**config.mk**
```make
export PLATFORM = sky130hd
export DESIGN_NAME = section_code_to_ansi_transcoder_unit
export DESIGN_NICKNAME = d
export VERILOG_FILES = /design/src/scat_pkg.sv /design/src/section_code_to_ansi_transcoder_unit.sv /design/src/scat_expand.sv
export SDC_FILE = /design/constraint.sdc
export NUM_CORES = 1
export LEC_CHECK = 0
export BUFFER_PORTS_ARGS = -buffer_cell sky130_fd_sc_hd__buf_2
export CAP_MARGIN = 0
export CORE_UTILIZATION = 55
export CTS_CLUSTER_SIZE = 20
export DETAILED_ROUTE_END_ITERATION = 12
export PLACE_DENSITY = 0.72
export SLEW_MARGIN = 0
export SYNTH_ARGS = -nofsm -noshare
export SYNTH_HDL_FRONTEND = slang
export SYNTH_SLANG_ARGS = --single-unit
```
**constraint.sdc**
```tcl
create_clock -name clk -period 5 [get_ports clk]
set_clock_uncertainty 0.1 [all_clocks]
set_input_delay 0.75 -clock clk [delete_from_list [all_inputs] [get_ports clk]]
set_output_delay 0.75 -clock clk [all_outputs]
set_load 0.02 [all_outputs]
```
**src/scat_pkg.sv**
```systemverilog
// Package: marker state type, byte constants and escape lookup for the transcoder.
`timescale 1ns / 1ps

package scat_pkg;

  localparam int MAX_RESULTS = 9;
  localparam int CNT_W       = 4;

  localparam logic [7:0] MARK_FIRST  = 8'hC2;
  localparam logic [7:0] MARK_SECOND = 8'hA7;
  localparam logic [7:0] CHR_ESC     = 8'h1B;
  localparam logic [7:0] CHR_LBRACK  = 8'h5B;
  localparam logic [7:0] CHR_0       = 8'h30;
  localparam logic [7:0] CHR_3       = 8'h33;
  localparam logic [7:0] CHR_9       = 8'h39;
  localparam logic [7:0] CHR_M       = 8'h6D;

  // format code letters
  localparam logic [7:0] CODE_RESET     = 8'h72; // r
  localparam logic [7:0] CODE_BOLD      = 8'h6C; // l
  localparam logic [7:0] CODE_UNDERLINE = 8'h6E; // n
  localparam logic [7:0] CODE_ITALIC    = 8'h6F; // o
  localparam logic [7:0] CODE_STRIKE    = 8'h6D; // m

  // low digit of the color escape, indexed by code value bits [2:0]
  localparam logic [2:0] COLOUR_LOW [8] = '{3'd0, 3'd4, 3'd2, 3'd6, 3'd1, 3'd5, 3'd3, 3'd7};

  typedef enum logic [1:0] {
    MS_IDLE  = 2'd0,
    MS_FIRST = 2'd1,
    MS_FULL  = 2'd2
  } mark_state_t;

  typedef struct packed {
    logic [4:0][7:0] bytes;  // bytes[0] goes out first
    logic [2:0]      len;
  } esc_t;

  typedef struct packed {
    logic [MAX_RESULTS-1:0][7:0] seq;   // seq[0] goes out first
    logic [CNT_W-1:0]            count;
    mark_state_t                 next;
  } scat_build_t;

  function automatic esc_t code_escape(input logic [7:0] c);
    esc_t       e;
    logic [3:0] idx;
    e          = '0;
    idx        = '0;
    e.bytes[0] = CHR_ESC;
    e.bytes[1] = CHR_LBRACK;
    if (c inside {[8'h30:8'h39], [8'h61:8'h66]}) begin
      idx        = (c inside {[8'h30:8'h39]}) ? 4'(c - 8'h30) : 4'(c - 8'h57);
      e.bytes[2] = idx[3] ? CHR_9 : CHR_3;
      e.bytes[3] = CHR_0 + {5'd0, COLOUR_LOW[idx[2:0]]};
      e.bytes[4] = CHR_M;
      e.len      = 3'd5;
    end else begin
      e.bytes[3] = CHR_M;
      e.len      = 3'd4;
      case (c)
        CODE_RESET:     e.bytes[2] = CHR_0;
        CODE_BOLD:      e.bytes[2] = CHR_0 + 8'd1;
        CODE_UNDERLINE: e.bytes[2] = CHR_0 + 8'd4;
        CODE_ITALIC:    e.bytes[2] = CHR_0 + 8'd3;
        CODE_STRIKE:    e.bytes[2] = CHR_0 + 8'd9;
        default:        e = '0;  // k and unknown codes: dropped
      endcase
    end
    return e;
  endfunction

endpackage

```
**src/section_code_to_ansi_transcoder_unit.sv**
```systemverilog
// Top level: section-code to ANSI escape transcoder with output shift buffer.
// Latency: first result byte is valid the cycle after its input transaction.
// Throughput: one input per cycle while each input yields at most one byte and
//   the output is not stalled; an input yielding n bytes (up to 9) holds the
//   input side until its last byte leaves; one byte drains per unstalled cycle.
// Reset: clears the marker state and discards any bytes still buffered.
`timescale 1ns / 1ps

module section_code_to_ansi_transcoder_unit (
  input  logic       clk,
  input  logic       rst,
  // input channel
  input  logic       in_valid,
  output logic       in_stall,
  input  logic [7:0] in_byte,
  input  logic       end_of_text,
  // output channel
  output logic       out_valid,
  input  logic       out_stall,
  output logic [7:0] out_byte,
  output logic       run_last
);
  import scat_pkg::*;

  // Marker progress: idle, 0xC2 held, or full 0xC2 0xA7 held awaiting code.
  mark_state_t                 state;
  // Result buffer: a shift line, byte 0 is what the output shows.
  logic [MAX_RESULTS-1:0][7:0] buffer;
  logic [CNT_W-1:0]            count;

  scat_build_t res;
  logic        in_take;
  logic        out_take;

  scat_expand u_expand (
    .state       (state),
    .in_byte     (in_byte),
    .end_of_text (end_of_text),
    .res         (res)
  );

  assign out_valid = (count != '0);
  assign out_byte  = buffer[0];
  assign run_last  = (count == CNT_W'(1));
  assign out_take  = out_valid && !out_stall;

  // The buffer can take a new run when it is empty, or when its final byte
  // leaves in this very cycle. Inputs that yield no bytes go through the
  // same path so marker state stays in order.
  assign in_stall = (count > CNT_W'(1)) || (run_last && out_stall);
  assign in_take  = in_valid && !in_stall;

  // control state
  always_ff @(posedge clk) begin
    if (rst) begin
      state <= MS_IDLE;
      count <= '0;
    end else begin
      if (in_take) begin
        state <= res.next;
        count <= res.count;
      end else if (out_take) begin
        count <= count - CNT_W'(1);
      end
    end
  end

  // payload: load a fresh run, or shift the next byte into place
  always_ff @(posedge clk) begin
    if (in_take) begin
      buffer <= res.seq;
    end else if (out_take) begin
      buffer <= {8'h00, buffer[MAX_RESULTS-1:1]};
    end
  end

endmodule

```
**src/scat_expand.sv**
```systemverilog
// Expansion logic: one input byte plus marker state to the full output byte run.
`timescale 1ns / 1ps

module scat_expand (
  input  scat_pkg::mark_state_t state,
  input  logic [7:0]            in_byte,
  input  logic                  end_of_text,
  output scat_pkg::scat_build_t res
);
  import scat_pkg::*;

  logic [4:0][7:0] head;
  logic [2:0]      head_len;
  logic [5:0][7:0] tail;
  logic [2:0]      tail_len;
  mark_state_t     ns;
  esc_t            esc;
  logic [3:0]      ti;

  always_comb begin
    head     = '0;
    head_len = '0;
    tail     = '0;
    tail_len = '0;
    ns       = MS_IDLE;
    esc      = code_escape(in_byte);
    res      = '0;
    ti       = '0;

    case (state)
      MS_FIRST: begin
        if (in_byte == MARK_SECOND) begin
          ns = MS_FULL;
        end else if (in_byte == MARK_FIRST) begin
          head[0]  = MARK_FIRST;
          head_len = 3'd1;
          ns       = MS_FIRST;
        end else begin
          head[0]  = MARK_FIRST;
          head[1]  = in_byte;
          head_len = 3'd2;
        end
      end
      MS_FULL: begin
        head     = esc.bytes;
        head_len = esc.len;
      end
      default: begin
        if (in_byte == MARK_FIRST) begin
          ns = MS_FIRST;
        end else begin
          head[0]  = in_byte;
          head_len = 3'd1;
        end
      end
    endcase

    // end of text: flush held marker bytes, then ESC [0m
    if (end_of_text) begin
      case (ns)
        MS_FIRST: begin
          tail[0]  = MARK_FIRST;
          tail[1]  = CHR_ESC;
          tail[2]  = CHR_LBRACK;
          tail[3]  = CHR_0;
          tail[4]  = CHR_M;
          tail_len = 3'd5;
        end
        MS_FULL: begin
          tail[0]  = MARK_FIRST;
          tail[1]  = MARK_SECOND;
          tail[2]  = CHR_ESC;
          tail[3]  = CHR_LBRACK;
          tail[4]  = CHR_0;
          tail[5]  = CHR_M;
          tail_len = 3'd6;
        end
        default: begin
          tail[0]  = CHR_ESC;
          tail[1]  = CHR_LBRACK;
          tail[2]  = CHR_0;
          tail[3]  = CHR_M;
          tail_len = 3'd4;
        end
      endcase
      ns = MS_IDLE;
    end

    for (int i = 0; i < MAX_RESULTS; i++) begin
      if (CNT_W'(i) < {1'b0, head_len}) begin
        res.seq[i] = head[3'(i)];
      end else begin
        ti         = CNT_W'(i) - {1'b0, head_len};
        res.seq[i] = (ti < 4'd6) ? tail[ti[2:0]] : 8'h00;
      end
    end
    res.count = {1'b0, head_len} + {1'b0, tail_len};
    res.next  = ns;
  end

endmodule

```
==> qor.csv, run 1 <==
metric,value,unit
Area contributors post-synth,"edfxtp_1, ha_1, nand2_1",
cell taking the most area after synthesis,edfxtp_1,
CP max stage cell,nor2_2,
H-tree depth,3,
drt first-iter violations,923,
ys async rst share,0,
RR Endpoint,buffer[11],
Die X,105,um
Logic pwr share,0.371,
final WL,19600,um
syn avg cell area,8.90,sq um
nets@finish,696,
gr busiest metal,met2,
Die Y,105,um
crit-path max cell delay,0.61,ns
final hold slack,0.431,ns
crit path DAT,4.44,ns
top_reg_cell synth,edfxtp_1,
Yosys reg bits,78,
fmax,0.227,GHz
Final WS setup,0.599,ns
switch share,0.378,
GRT met3 Usage,0.0717,
# rows,37,
Fin. Hold Viols,0,
register area,2280,sq um
Core Footprint,10300,sq um
synthesized area,5830,sq um
vias per inst,7.01,
ANT cells,0,
HPWL Detailed,14200,um
DR pass1 iterations,6,
CP Launch Point,in_byte[1],
clock sinks,78,
Slew @ Worst Pin,1.02,ns
Final setup viols,0,
Clk pwr share,0.166,
Syn Nets,695,
Top Ports,24,
Vias,5585,
worst vdd ir,595,uV
crit-path max FO,15,
pre-CTS setup slack,0.341,ns
Critical Path End,buffer[11],
largest net degree at the start of global routing,73,
Leak Pwr,2.33,nW
grt met2 use,0.555,
Starting Density,0.565,
Post-synth EDFFs,72,
Routed Antenna Nets,0,
post-route minimum period,4.40,ns
Placer Congestion,0.985,
sequential fraction of the synthesis area,0.391,
Layout area overhead,6.84,%
post-route cell area,6230,sq um
first-pass GRT wire length,30200,um
synth warn,0,
initial antenna violation count,0,
clock latency on the worst-skew pair,0.38,ns
CTS tree,done,
worst path required time,5.04,ns
Final Max Slew Viols,0,
critical path cell sequence,buf_2 -> inv_1 -> ha_1 -> nor3b_1 -> or4_4 -> a21oi_4 -> nor2_2 -> inv_1 -> ha_1 -> nand3_1 -> o41ai_1 -> a21oi_1 -> a311oi_1 -> a211o_1,
footprint of the multi-input gates,3220,sq um
Tot Pwr,2.88,mW
switching pwr,1.09,mW
Post-route DRC,0,
# port buffers,23,
Flop pwr share,0.463,
Hold Crit Class,reg -> reg,
setup TNS,0,ns
worst r2r path cells,12,
number of global-route vias before repair,5101,
per-cell routed wire length,24.6,um
met1 layer usage reported by global route,0.505,
"Setup Fix Bufs, Post-CTS",0,
CP Launch Type,primary input,
RSZ-0062 raised after global routing,no,
Pwr Density,463,nW/um^2
R2R setup slack,0.81,ns
share of cells above drive strength 1,0.129,
Die ar.,11000,sq um
total global-route track usage,0.366,
Synth Instances,655,
Worst R2R Start,state[0],
status,finished clean,
final worst-path cycle share,0.880,
post-cts sizing count,0,
root buffer cell,clkbuf_8,
hold buffers post-CTS,0,
Synth cell types,80,
critical path type,in -> reg,
Worst slew margin,0.308,
Filler cells,923,
Num CTS Buffers,9,
Placed Area,6040,sq um
Crit. End Element,flip-flop,
top-count cell post-synth,nand2_1,
clk buf depth,2,
"top cells by count, synth","nand2_1, edfxtp_1, nor2_1, a21oi_1, o21ai_0",
Worst-path clk slew,0.09,ns
Yosys top cell area share,0.371,
grt total ovfl,0,
max_cap viols,0,
Internal,1.79,mW
-- how the worst min path moves through the flow --
stage                    start     endpoint  slack (ns)  depth (start not counted)
finish              buffer[49]   buffer[41]        0.43                          2
global route        buffer[20]   buffer[12]        0.45                          2
CTS                 buffer[49]   buffer[41]        0.43                          2
detailed placement  buffer[49]   buffer[41]        0.41                          2
global placement    buffer[10]  out_byte[2]        0.40                          2
floorplan           buffer[10]  out_byte[2]        0.38                          2
-- stage by stage --
step | std cells | utilization
2_1_floorplan | 655 | -
3_3_place_gp | 781 | 0.585
3_5_place_dp | 781 | 0.585
4_1_cts | 797 | 0.604
5_1_grt | 797 | 0.604
6_report | 797 | 0.604
-- state kept, by name, indices dropped and copies added (netlist names) --
| name | cells |
|---|---|
| out_byte | 8 |
| buffer | 64 |
| state | 2 |
| count | 4 |
-- worst max-delay path, delay by kind of cell --
kind,cells,cell delay (ns)
compound gates,5,1.04
buf+inv,3,0.37
simple gates,4,1.59
fa+ha+maj,2,0.69
-- cell families after synthesis --
group | synth area share
AOI/OAI and AO/OA | 0.262
buffers and inverters | 0.0592
adders and majority gates | 0.0592
muxes | 0.00343
and+or+nand+nor | 0.211
xor gates and xnor gates | 0.0137
DFF | 0.391
-- cells in the final DEF (no fill, tap or decap), types with 3 or more instances in the layout --
cell / instances
o22a_1: 3
o41ai_1: 7
edfxtp_1: 72
a22o_1: 7
nand2b_1: 7
buf_2: 23
o32a_1: 3
a21oi_1: 49
a221o_1: 8
a31oi_1: 11
and2_1: 5
a21o_1: 8
nand3_1: 20
nor4_1: 7
nand3b_1: 4
o31ai_1: 6
o21a_1: 6
nand2_1: 77
a2111oi_0: 3
o211ai_1: 15
and3_1: 10
a211o_1: 11
or3_1: 10
ha_1: 26
xor2_1: 4
dfxtp_1: 6
nor3_1: 24
inv_1: 25
or4_1: 4
o21ai_0: 32
clkbuf_8: 9
nand4_1: 3
or2_2: 4
nor2_1: 49
a211oi_1: 12
buf_4: 21
a32oi_1: 3
-- power by group through the flow --
stage                     logic, mW  clock network (mW)  registers, mW
after global routing           1.16               0.499           1.36
after CTS                      1.06               0.477           1.33
after floorplan               0.807                   0           1.33
after detailed placement       1.05                   0           1.35
after global placement         1.04                   0           1.34
final                          1.07               0.480           1.33
-- cell type report --
| type | count | area share |
|---|---|---|
| clock buffers | 9 | 0.0199 |
| clock inverters | 7 | 0.0102 |
| inverters | 27 | 0.0163 |
| multi-input cells | 496 | 0.516 |
| flip-flops and latches | 78 | 0.366 |
| well taps | 136 | 0.0273 |
| repair buffers | 44 | 0.0438 |
-- per-layer routing --
layer / wire, um / up-vias / part of all wire
li1: - / 2482 / -
met1: 8010 / 2631 / 0.41
met2: 8580 / 403 / 0.44
met3: 2090 / 69 / 0.11
met4: 885 / 0 / 0.045
met5: 0 / - / 0
Power figures use the tool's default switching activity.
==> inputs of run 2 (changes only) <==
- clock period: 5 -> 4.13 ns (I/O delays scaled with it)
==> qor.csv, run 2 (synthesis results as in run 1) <==
metric,value,unit,change
status,finished clean,,unchanged
RSZ-0062 raised after global routing,no,,unchanged
setup TNS,0,ns,unchanged
drt first-iter violations,788,,was 923
Die Y,105,um,unchanged
HPWL Detailed,15300,um,was 14200 um
post-cts sizing count,0,,unchanged
DR pass1 iterations,5,,was 6
Hold Path End,state[1],,was buffer[41]
footprint of the multi-input gates,3220,sq um,unchanged
worst vdd ir,581,uV,was 595 uV
Vias,5883,,was 5585
final worst-path cycle share,0.924,,
grt met2 use,0.572,,was 0.555
CTS tree,done,,unchanged
clock latency on the worst-skew pair,0.36,ns,was 0.38 ns
register area,2280,sq um,unchanged
final WL,20700,um,was 19600 um
max_cap viols,0,,unchanged
Routed Antenna Nets,0,,unchanged
Worst R2R Start,state[0],,unchanged
Hold Crit Class,in -> reg,,was reg -> reg
hold depth,2,,unchanged
Die ar.,11000,sq um,unchanged
number of global-route vias before repair,5345,,was 5101
Final setup viols,0,,unchanged
grt total ovfl,0,,unchanged
Leak Pwr,2.56,nW,was 2.33 nW
"Most flops, register",buffer,,unchanged
max reg flops,64,,unchanged
vias per inst,7.00,,was 7.01
RR Endpoint,out_byte[1],,was buffer[11]
hold buffers post-CTS,0,,unchanged
"Setup Fix Bufs, Post-CTS",0,,unchanged
share of cells above drive strength 1,0.182,,was 0.129
H-tree depth,3,,unchanged
fmax,0.262,GHz,
root buffer cell,clkbuf_8,,unchanged
total global-route track usage,0.384,,was 0.366
R2R setup slack,0.38,ns,was 0.81 ns
worst path required time,4.13,ns,was 5.04 ns
crit path DAT,3.82,ns,was 4.44 ns
Top Ports,24,,unchanged
clk buf depth,2,,unchanged
Core Footprint,10300,sq um,unchanged
Crit. End Element,flip-flop,,unchanged
worst r2r path cells,15,,was 12
Slew @ Worst Pin,0.943,ns,was 1.02 ns
# rows,37,,unchanged
clock sinks,78,,unchanged
Worst slew margin,0.371,,was 0.308
initial antenna violation count,1,,was 0
Pwr Density,545,nW/um^2,was 463 nW/um^2
most frequent cells in the layout,"nand2_1, edfxtp_1, buf_4, nor2_1, a21oi_1",,"was nand2_1, edfxtp_1, nor2_1, a21oi_1, o21ai_0"
Num CTS Buffers,9,,unchanged
GRT met3 Usage,0.0936,,was 0.0717
critical path type,in -> reg,,unchanged
Placer Congestion,1.03,,was 0.985
post-route minimum period,3.82,ns,
gr busiest metal,met2,,unchanged
Starting Density,0.565,,unchanged
Post-route DRC,0,,unchanged
first-pass GRT wire length,31500,um,was 30200 um
Fin. Hold Viols,0,,unchanged
Final Max Slew Viols,0,,unchanged
fin util,0.639,,was 0.604
met1 layer usage reported by global route,0.529,,was 0.505
"commonest non-fill, non-tap cell in the layout",nand2_1,,unchanged
CP Launch Type,primary input,,unchanged
Die X,105,um,unchanged
largest net degree at the start of global routing,84,,was 73
Worst-path clk slew,0.09,ns,about the same
ANT cells,0,,unchanged
crit-path max FO,12,,was 15
Layout area overhead,13.1,%,was 6.84%
per-cell routed wire length,24.6,um,about the same
Hold Crit Start,rst,,was buffer[49]
# port buffers,23,,unchanged
Filler cells,874,,was 923
nets@finish,740,,was 696
==> run 2: cell types whose count changed in the layout (fill, tap and decap cells not counted) <==
cell / delta
buf_4: +44
bufinv_16: +2
clkinv_4: -1
clkbuf_1: +1
inv_8: -2
==> run 2: how the worst max path moves through the flow <==
stage,startpoint,to,slack [ns]
after CTS,in_byte[4],buffer[37],0.40
after detailed placement,in_byte[4],buffer[37],0.03
after global routing,in_byte[4],buffer[37],0.16
final,in_byte[4],buffer[37],0.31
after floorplan,in_byte[1],buffer[36],0.25
after global placement,in_byte[4],buffer[37],0.05
==> run 2: through the flow <==
stage	area (sq um)	power [mW]	worst slack [ns]	cells	hold slack, ns
after detailed placement	6370	2.93	0.0276	825	0.413
after CTS	6590	3.58	0.396	841	0.406
after global routing	6590	3.77	0.165	841	0.425
final	6590	3.59	0.313	841	0.412
after global placement	6370	2.89	0.0529	825	0.401
after floorplan	5830	2.57	0.249	655	0.384
==> run 2: layer usage <==
| metal | part of all wire | vias to the layer above |
|---|---|---|
| met1 | 0.40 | 2761 |
| met4 | 0.055 | 0 |
| met2 | 0.43 | 462 |
| met3 | 0.12 | 89 |
| li1 | - | 2571 |
| met5 | 0 | - |
==> run 2: final cells by class <==
cell class / count / share of cell area
clock buffers: 10 / 0.0194
clock inverters: 6 / 0.0140
inverters: 27 / 0.0154
multi-input cells: 496 / 0.488
flip-flops and latches: 78 / 0.346
well taps: 136 / 0.0258
repair buffers: 88 / 0.0915
==> run 2: critical path: stages <==
cell	delay, ns
buf_2	0.14
or4b_1	0.58
or2_2	0.33
a21oi_1	0.21
nand2b_1	0.23
ha_1	0.33
buf_4	0.23
o21ai_0	0.41
a21o_1	0.26
a21boi_0	0.29
o221ai_1	0.19
==> run 2: report_power, final <==
part           switching [mW]  internal (mW)  total, mW  leakage [nW]
logic                   0.847          0.457       1.30          1.70
registers               0.125           1.49       1.62         0.762
clock network           0.327          0.345      0.673         0.104
==> inputs of run 3 (changes only) <==
- BUFFER_PORTS_ARGS: -buffer_cell sky130_fd_sc_hd__buf_2 -> unset
- CORE_UTILIZATION: 55 -> 30
- DONT_BUFFER_PORTS: unset -> 1
- PLACE_DENSITY: 0.72 -> 0.44
==> qor.csv, run 3 (synthesis results as in run 1) <==
metric,value,unit,change
Placed Area,6360,sq um,was 6370 sq um
Leak Pwr,2.46,nW,was 2.56 nW
clock latency on the worst-skew pair,0.35,ns,was 0.36 ns
"Setup Fix Bufs, Post-CTS",0,,unchanged
post-route minimum period,3.90,ns,was 3.82 ns
HPWL Detailed,17000,um,was 15300 um
crit path DAT,4.03,ns,was 3.82 ns
Final setup viols,0,,unchanged
Die ar.,20000,sq um,was 11000 sq um
Crit. End Element,flip-flop,,unchanged
hold buffers post-CTS,0,,unchanged
"non-filler cells, final",931,,was 841
Core Footprint,18900,sq um,was 10300 sq um
Fin. Hold Viols,0,,unchanged
Num CTS Buffers,9,,unchanged
final worst-path cycle share,0.945,,was 0.924
most frequent cells in the layout,"nand2_1, edfxtp_1, buf_4, nor2_1, a21oi_1",,unchanged
status,finished clean,,unchanged
fmax,0.256,GHz,was 0.262 GHz
share of cells above drive strength 1,0.142,,was 0.182
clock sinks,78,,unchanged
grt total ovfl,0,,unchanged
Post-route DRC,0,,unchanged
Die Y,141,um,was 105 um
drt first-iter violations,846,,was 788
# rows,50,,was 37
max_cap viols,0,,unchanged
vias per inst,5.99,,was 7.00
critical path type,in -> reg,,unchanged
Internal,2.40,mW,was 2.29 mW
Final WS setup,0.229,ns,was 0.313 ns
RSZ-0062 raised after global routing,no,,unchanged
worst path required time,4.25,ns,was 4.13 ns
Post-Place Cells,917,,was 825
post-cts sizing count,0,,unchanged
post-route cell area,6640,sq um,was 6590 sq um
per-cell routed wire length,24.3,um,was 24.6 um
max reg flops,64,,unchanged
DR pass1 iterations,5,,unchanged
Hold Crit Class,in -> reg,,unchanged
ANT cells,0,,unchanged
first-pass GRT wire length,34100,um,was 31500 um
Clk pwr share,0.209,,was 0.187
Pwr Density,563,nW/um^2,was 545 nW/um^2
CTS tree,done,,unchanged
total global-route track usage,0.233,,was 0.384
Final Max Slew Viols,0,,unchanged
final WL,22600,um,was 20700 um
fin util,0.351,,was 0.639
Worst slew margin,0.225,,was 0.371
Vias,5579,,was 5883
final hold slack,0.229,ns,was 0.412 ns
Top Ports,24,,unchanged
Die X,141,um,was 105 um
root buffer cell,clkbuf_16,,was clkbuf_8
Flop pwr share,0.449,,was 0.450
Layout area overhead,13.8,%,was 13.1%
worst vdd ir,542,uV,was 581 uV
largest net degree at the start of global routing,39,,was 84
pre-CTS setup slack,-0.00326,ns,was 0.0276 ns
nets@finish,708,,was 740
Slew @ Worst Pin,1.15,ns,was 0.943 ns
clk buf depth,2,,unchanged
Placer Congestion,0.983,,was 1.03
"commonest non-fill, non-tap cell in the layout",nand2_1,,unchanged
number of global-route vias before repair,5316,,was 5345
CP Launch Type,primary input,,unchanged
# port buffers,0,,was 23
switch share,0.359,,was 0.362
H-tree depth,3,,unchanged
initial antenna violation count,0,,was 1
Routed Antenna Nets,0,,unchanged
switching pwr,1.34,mW,was 1.30 mW
Worst-path clk slew,0.06,ns,was 0.09 ns
Logic pwr share,0.343,,was 0.363
Filler cells,1990,,was 874
Starting Density,0.309,,was 0.565
crit-path max FO,7,,was 12
"Most flops, register",buffer,,unchanged
-- run 3: changes by cell type in the layout (fill, tap and decap cells not counted), moves of 2 or more --
cell | previous run | this run
inv_6 | 2 | 0
clkinv_2 | 0 | 3
buf_4 | 65 | 55
clkbuf_16 | 0 | 9
clkbuf_8 | 9 | 0
buf_2 | 23 | 0
-- run 3: final timing paths --
path	depth (start not counted)	slack (ns)	endpoint	from
setup / recovery	11	0.23	buffer[15]	in_byte[4]
hold / removal	1	0.23	count[1]	rst
setup reg to reg	13	0.30	buffer[32]	state[0]
hold reg to reg	2	0.41	out_byte[2]	buffer[10]
-- run 3: final cells by class --
type | instances | area (sq um) | share of cell area
Multi-Input combinational cell | 496 | 3220 | 0.485
Sequential cell | 78 | 2280 | 0.344
Timing Repair Buffer | 56 | 433 | 0.0652
Tap cell | 260 | 325 | 0.0490
Clock buffer | 9 | 225 | 0.0339
Inverter | 27 | 101 | 0.0153
Clock inverter | 5 | 52.6 | 0.00792
-- run 3: metrics by stage --
| step | TNS [ns] | total power [mW] |
|---|---|---|
| floorplan | 0 | 2.57 |
| global placement | -0.0695 | 2.96 |
| detailed placement | -0.00351 | 2.96 |
| CTS | 0 | 3.75 |
| global route | 0 | 3.93 |
| finish | 0 | 3.74 |
-- run 3: layer usage --
layer | GRT usage | routed length [um] | up-vias
met5 | 0 | 0 | -
met4 | 0.0849 | 638 | 0
met3 | 0.0462 | 1850 | 42
met2 | 0.355 | 9900 | 307
met1 | 0.326 | 10200 | 2716
li1 | - | - | 2514
-- run 3: power groups by stage --
stage,Clock (mW),Sequential [mW],Combinational (mW)
CTS,0.790,1.68,1.27
detailed placement,0,1.70,1.27
floorplan,0,1.59,0.980
global route,0.805,1.73,1.40
global placement,0,1.70,1.26
finish,0.779,1.68,1.28
-- run 3: worst max-delay path, stage by stage --
cell	delay, ns
or4b_1	0.56
or2_2	0.33
a21oi_1	0.18
nand2b_1	0.23
ha_1	0.22
nand2b_1	0.09
o311ai_0	0.94
o21bai_1	0.18
buf_4	0.20
o21ai_0	0.30
o21a_1	0.17
